File: config.mk
export PLATFORM = sky130hd
export DESIGN_NAME = abm_front_flat
export DESIGN_NICKNAME = d
export VERILOG_FILES = /design/src/rtl/core/abm_pkg.sv /design/src/rtl/core/abm_if.sv /design/src/rtl/core/abm_front.sv /design/src/flat_wrapper.sv
export SDC_FILE = /design/constraint.sdc
export NUM_CORES = 1
export LEC_CHECK = 0
export BUFFER_PORTS_ARGS = -buffer_cell sky130_fd_sc_hd__buf_2
export CORE_UTILIZATION = 53
export CTS_CLUSTER_SIZE = 14
export DETAILED_ROUTE_END_ITERATION = 6
export PLACE_DENSITY_LB_ADDON = 0.3
export RECOVER_POWER = 50
export SLEW_MARGIN = 10
export SYNTH_ARGS = -nofsm -noshare
export SYNTH_HDL_FRONTEND = slang
export SYNTH_SLANG_ARGS = --single-unit
File: constraint.sdc
create_clock -name clk -period 4.25 [get_ports clk]
set_input_delay 1.0625 -clock clk [delete_from_list [all_inputs] [get_ports clk]]
set_output_delay 1.0625 -clock clk [all_outputs]
set_load 0.02 [all_outputs]
File: src/rtl/core/abm_pkg.sv
// ----------------------------------------------------------------------------
// abm_pkg
// shared types and constants of the allocate-on-write block map
// ----------------------------------------------------------------------------
package abm_pkg;

  localparam int FILE_COUNT      = 16;
  localparam int BLOCKS_PER_FILE = 256;
  localparam int PHYS_BLOCKS     = 4096;

  localparam int BLOCK_BYTES  = 2 * 1024 * 1024;
  localparam int SECTOR_BYTES = 512;

  localparam int FILE_W      = $clog2(FILE_COUNT);
  localparam int LBLK_W      = $clog2(BLOCKS_PER_FILE);
  localparam int PBLK_W      = $clog2(PHYS_BLOCKS);
  localparam int MAP_DEPTH   = FILE_COUNT * BLOCKS_PER_FILE;
  localparam int MAP_AW      = FILE_W + LBLK_W;
  localparam int BLOCK_SHIFT = $clog2(BLOCK_BYTES);
  localparam int SECT_SHIFT  = $clog2(SECTOR_BYTES);
  localparam int SOFF_W      = BLOCK_SHIFT - SECT_SHIFT;
  localparam int OFFSET_W    = 29;
  localparam int SECTOR_W    = 24;
  localparam int COUNT_W     = 9;
  localparam int STATUS_W    = 2;
  localparam int ENTRY_W     = PBLK_W + 1;

  localparam logic [PBLK_W-1:0] LAST_FREE  = PBLK_W'(PHYS_BLOCKS - 1);
  localparam logic [MAP_AW-1:0] MAP_LAST   = MAP_AW'(MAP_DEPTH - 1);

  localparam int QUEUE_DEPTH = 2;
  localparam int QPTR_W      = $clog2(QUEUE_DEPTH);
  localparam int QCNT_W      = $clog2(QUEUE_DEPTH + 1);

  typedef enum logic [STATUS_W-1:0] {
    ST_OK       = 2'd0,
    ST_UNMAPPED = 2'd1,
    ST_FULL     = 2'd2
  } status_t;

  typedef enum logic [1:0] {
    BK_CLEAR,
    BK_FETCH,
    BK_EXEC
  } back_state_t;

  typedef struct packed {
    logic              is_write;
    logic [FILE_W-1:0] file_id;
    logic [LBLK_W-1:0] block_index;
    logic [SOFF_W-1:0] sector_offset;
  } cmd_t;

  typedef struct packed {
    logic valid;
    cmd_t cmd;
  } queue_head_t;

  typedef struct packed {
    logic clearing;
  } back_status_t;

endpackage

File: src/rtl/core/abm_if.sv
// ----------------------------------------------------------------------------
// abm_if
// request and response channels of the block map
// ----------------------------------------------------------------------------
interface abm_req_if;
  logic        valid;
  logic        ready;
  logic        is_write;
  logic [3:0]  file_id;
  logic [28:0] byte_offset;

  modport source(output valid, is_write, file_id, byte_offset, input ready);
  modport sink(input valid, is_write, file_id, byte_offset, output ready);
endinterface


File: src/rtl/core/abm_front.sv
// ----------------------------------------------------------------------------
// abm_front
// accepts requests, splits the offset into map index and sector offset,
// and holds them in a short command queue
// ----------------------------------------------------------------------------
module abm_front (
  input  logic                 clk,
  input  logic                 rst,
  abm_req_if.sink              req,
  input  abm_pkg::back_status_t bstat,
  output abm_pkg::queue_head_t head,
  input  logic                 pop
);

  abm_pkg::cmd_t                   entries [abm_pkg::QUEUE_DEPTH];
  logic [abm_pkg::QPTR_W-1:0]      wr_ptr;
  logic [abm_pkg::QPTR_W-1:0]      rd_ptr;
  logic [abm_pkg::QCNT_W-1:0]      fill;
  abm_pkg::cmd_t                   cmd_in;
  logic                            push;

  always_comb begin
    cmd_in.is_write      = req.is_write;
    cmd_in.file_id       = req.file_id;
    cmd_in.block_index   = req.byte_offset[abm_pkg::BLOCK_SHIFT +: abm_pkg::LBLK_W];
    cmd_in.sector_offset = req.byte_offset[abm_pkg::SECT_SHIFT +: abm_pkg::SOFF_W];
  end

  assign req.ready  = !bstat.clearing && (fill != abm_pkg::QCNT_W'(abm_pkg::QUEUE_DEPTH));
  assign push       = req.valid && req.ready;
  assign head.valid = (fill != '0);
  assign head.cmd   = entries[rd_ptr];

  always_ff @(posedge clk) begin
    if (push) begin
      entries[wr_ptr] <= cmd_in;
    end
  end

  always_ff @(posedge clk) begin
    if (rst) begin
      wr_ptr <= '0;
      rd_ptr <= '0;
      fill   <= '0;
    end else begin
      if (push) begin
        wr_ptr <= wr_ptr + 1'b1;
      end
      if (pop) begin
        rd_ptr <= rd_ptr + 1'b1;
      end
      if (push && !pop) begin
        fill <= fill + 1'b1;
      end else if (pop && !push) begin
        fill <= fill - 1'b1;
      end
    end
  end

endmodule

File: src/flat_wrapper.sv
// flat-port wrapper written by rule: the top's interface ports become plain ports
module abm_front_flat 
  (clk, rst, bstat, head, pop, req_valid, req_is_write, req_file_id, req_byte_offset, req_ready);
  abm_req_if req_i ();
  input  logic clk;
  input  logic rst;
  input  abm_pkg::back_status_t bstat;
  output abm_pkg::queue_head_t head;
  input  logic pop;
  input wire logic [$bits(req_i.valid)-1:0] req_valid;
  input wire logic [$bits(req_i.is_write)-1:0] req_is_write;
  input wire logic [$bits(req_i.file_id)-1:0] req_file_id;
  input wire logic [$bits(req_i.byte_offset)-1:0] req_byte_offset;
  output wire logic [$bits(req_i.ready)-1:0] req_ready;
  assign req_i.valid = req_valid;
  assign req_i.is_write = req_is_write;
  assign req_i.file_id = req_file_id;
  assign req_i.byte_offset = req_byte_offset;
  assign req_ready = req_i.ready;
  abm_front u_core (.clk(clk), .rst(rst), .req(req_i), .bstat(bstat), .head(head), .pop(pop));
endmodule
==> reports/metrics.cfg <==
[power_and_ir_drop]
p_sw_uw = 250.6
ir_worst_vdd_uv = 433.6
p_clk_share_pct = 33.2
power_density_mw_per_mm2 = 472.5
p_leak_nw = 0.9086
switching_share_pct = 21.43
intPower_uw = 918.7
power_frac_seq_pct = 54.7
p_total_mw = 1.169
p_comb_share_pct = 12.0

[sta]
min_period_over_period_pct = 70.23
timing.fmax_mhz = 335.0
hold_viol_final = 0
drv_slew = 0
rsz0062_at_grt = no
min_period_ns = 2.985
relSlewSlack_pct = 21.50
worstMarginPinSlew_ns = 1.178
setup_viol = 0
fin_tns_setup_ns = 0
skew_ns = 0.006577

[route]
wl_um = 3145
drt_iter0_markers = 59
via_per_inst = 4.878
first_pass_iters = 4
drc = 0
wl_per_cell_um = 14.77
via_count = 1039
drtAntennaViolNets = 0

[global_routing]
grt_max_degree = 26
gr-total-overflow = 0
use_met2_pct = 30.72
busiest_layer = met2
grtUsageMet3_pct = 3.929
antenna_found_initial = 0
grt_pass1_wl_um = 4885
grt_pass1_vias = 1114
met1_usage_pct = 17.57
grtUsageTotal_pct = 16.77

[synth]
syn_avg_cell_area_um2 = 19.85
netlist_instances = 103
synthesis.nets = 143
syn_area_mm2 = 0.002044
synth_cell_types = 19
seq_area_frac_synth_pct = 78.34
synth_warnings = 0
ys_ff_latch = 55

[cells_and_area]
drive_above_1_share_pct = 44.85
nets = 204
diodes = 0
syn_to_final_growth_pct = 21.05
num-fill-cells = 285

[clock_tree]
postCtsHoldBufs = 0
clk_path_buf_depth = 2
cts_tree = built
clkTransAtPathRegs_ns = 0.08
cts_max_level = 2
cts_setup_buffers = 0
cts_made_buffers = 5
clock_latency_ns = 0.30
cts-root-buf = clkbuf_8
cts_sinks = 55
ctsResizeCount = 0

[die]
initial_core_util_pct = 55.43
die_w_um = 64.11
core-area_mm2 = 0.003689
die_y_um = 64.11
io_pins = 66
rows = 22
die_area_mm2 = 0.004110

[setup_path]
crit_chain = mux2_2, buf_2
critPathMaxStageDelay_ns = 1.04
critPathCaptureType = output pin
critPathSlowestCell = dfxtp_1
cp_data_required_time_ns = 3.19
startpoint_type = register
worstPathArrival_ns = 1.92
worstPathMaxFanout = 25
criticalPathCategory = reg -> out

[outcome]
status = finished, final reports clean

[placed_design]
gp_congestion = 0.6590
io_buffer_count = 56
place_hpwl_um = 2150

[min_path]
hold_class = reg -> reg

[run]
cap_violations = 0

## registers in the layout, indices dropped and copies added, names as in the netlist, named ones only
name and flops:
u_core.wr_ptr 1, u_core.entries 50, u_core.fill 2, u_core.rd_ptr 1
## metal layers
layer	part of all wire [%]	routed length [um]
met3	4.6	146
met2	53	1672
met4	1.8	58
met5	0	0
met1	40	1267
## cells in the final DEF, fill, tap and decap left out, drive strengths merged, types with 2 or more instances in the layout
cell type,instances
mux2,26
xor2,2
nor2b,3
bufinv,2
clkbuf,21
buf,42
dfxtp,5
edfxtp,50
nor2,5
## worst paths after layout
kind                  startpoint                    to  slack (ns)  cells past startpoint
setup / recovery        register               head[5]        1.27                      2
hold reg to reg   u_core.fill[1]        u_core.fill[1]        0.52                      2
hold / removal    u_core.fill[1]        u_core.fill[1]        0.52                      2
setup reg to reg  u_core.fill[0]  u_core.entries[0][6]        1.64                      4
## stage by stage
stage                     setup slack (ns)  instance area, um^2  hold WS [ns]  utilization (%)  std cells
after floorplan                      1.368                 2044        0.4556                -        103
after global placement               1.479                 2375        0.4738            64.38        205
after detailed placement             1.409                 2375        0.5130            64.38        205
after CTS                            1.194                 2507        0.5336            67.98        213
after global routing                 1.115                 2475        0.5497            67.10        213
final                                1.265                 2475        0.5242            67.10        213
## synth_stat cells
library cell | number | area share [%]
a21oi_1 | 1 | 0.24
and2_1 | 1 | 0.31
buf_2 | 1 | 0.24
buf_4 | 2 | 0.73
dfxtp_1 | 5 | 4.9
edfxtp_1 | 50 | 73
ha_1 | 1 | 0.61
inv_1 | 1 | 0.18
mux2_1 | 3 | 1.7
mux2_2 | 23 | 13
nor2_1 | 5 | 0.92
nor2b_1 | 2 | 0.61
nor2b_2 | 1 | 0.43
nor3b_4 | 1 | 0.92
o21ai_0 | 1 | 0.24
or2_2 | 1 | 0.31
or3_1 | 1 | 0.31
xnor2_1 | 1 | 0.43
xor2_1 | 2 | 0.86
## area by class of cell
type,count,area (um^2),share of cell area (%)
clock inverters,2,60.06,2.427
flip-flops and latches,55,1602,64.71
multi-input cells,44,407.9,16.48
well taps,48,60.06,2.427
repair buffers,57,269.0,10.87
inverters,1,3.754,0.1517
clock buffers,6,72.57,2.932
## kinds of logic (layout without fill, tap and decap cells)
family | Yosys count | in the layout | synth area share, %
adders and majority gates | 1 | 1 | 0.6119
AOI/OAI and AO/OA | 2 | 2 | 0.4891
xor gates and xnor gates | 3 | 3 | 1.285
buffers and inverters | 4 | 66 | 1.162
muxes | 26 | 26 | 14.32
DFF | 55 | 55 | 78.34
and+or+nand+nor | 12 | 12 | 3.795
## power by group through the flow
stage,Combinational (mW),Clock [mW],Sequential [mW]
6_report,0.141,0.389,0.640
3_3_place_gp,0.141,0,0.650
3_5_place_dp,0.146,0,0.654
2_1_floorplan,0.104,0,0.641
5_1_grt,0.150,0.412,0.644
4_1_cts,0.146,0.395,0.641
## worst max-delay path: cells and delay by family, from the launching register on
family,cells,cell delay [ns]
mux,1,0.42
buf+inv,1,0.16
flops,1,1.04
(Power assumes the default switching activity.)
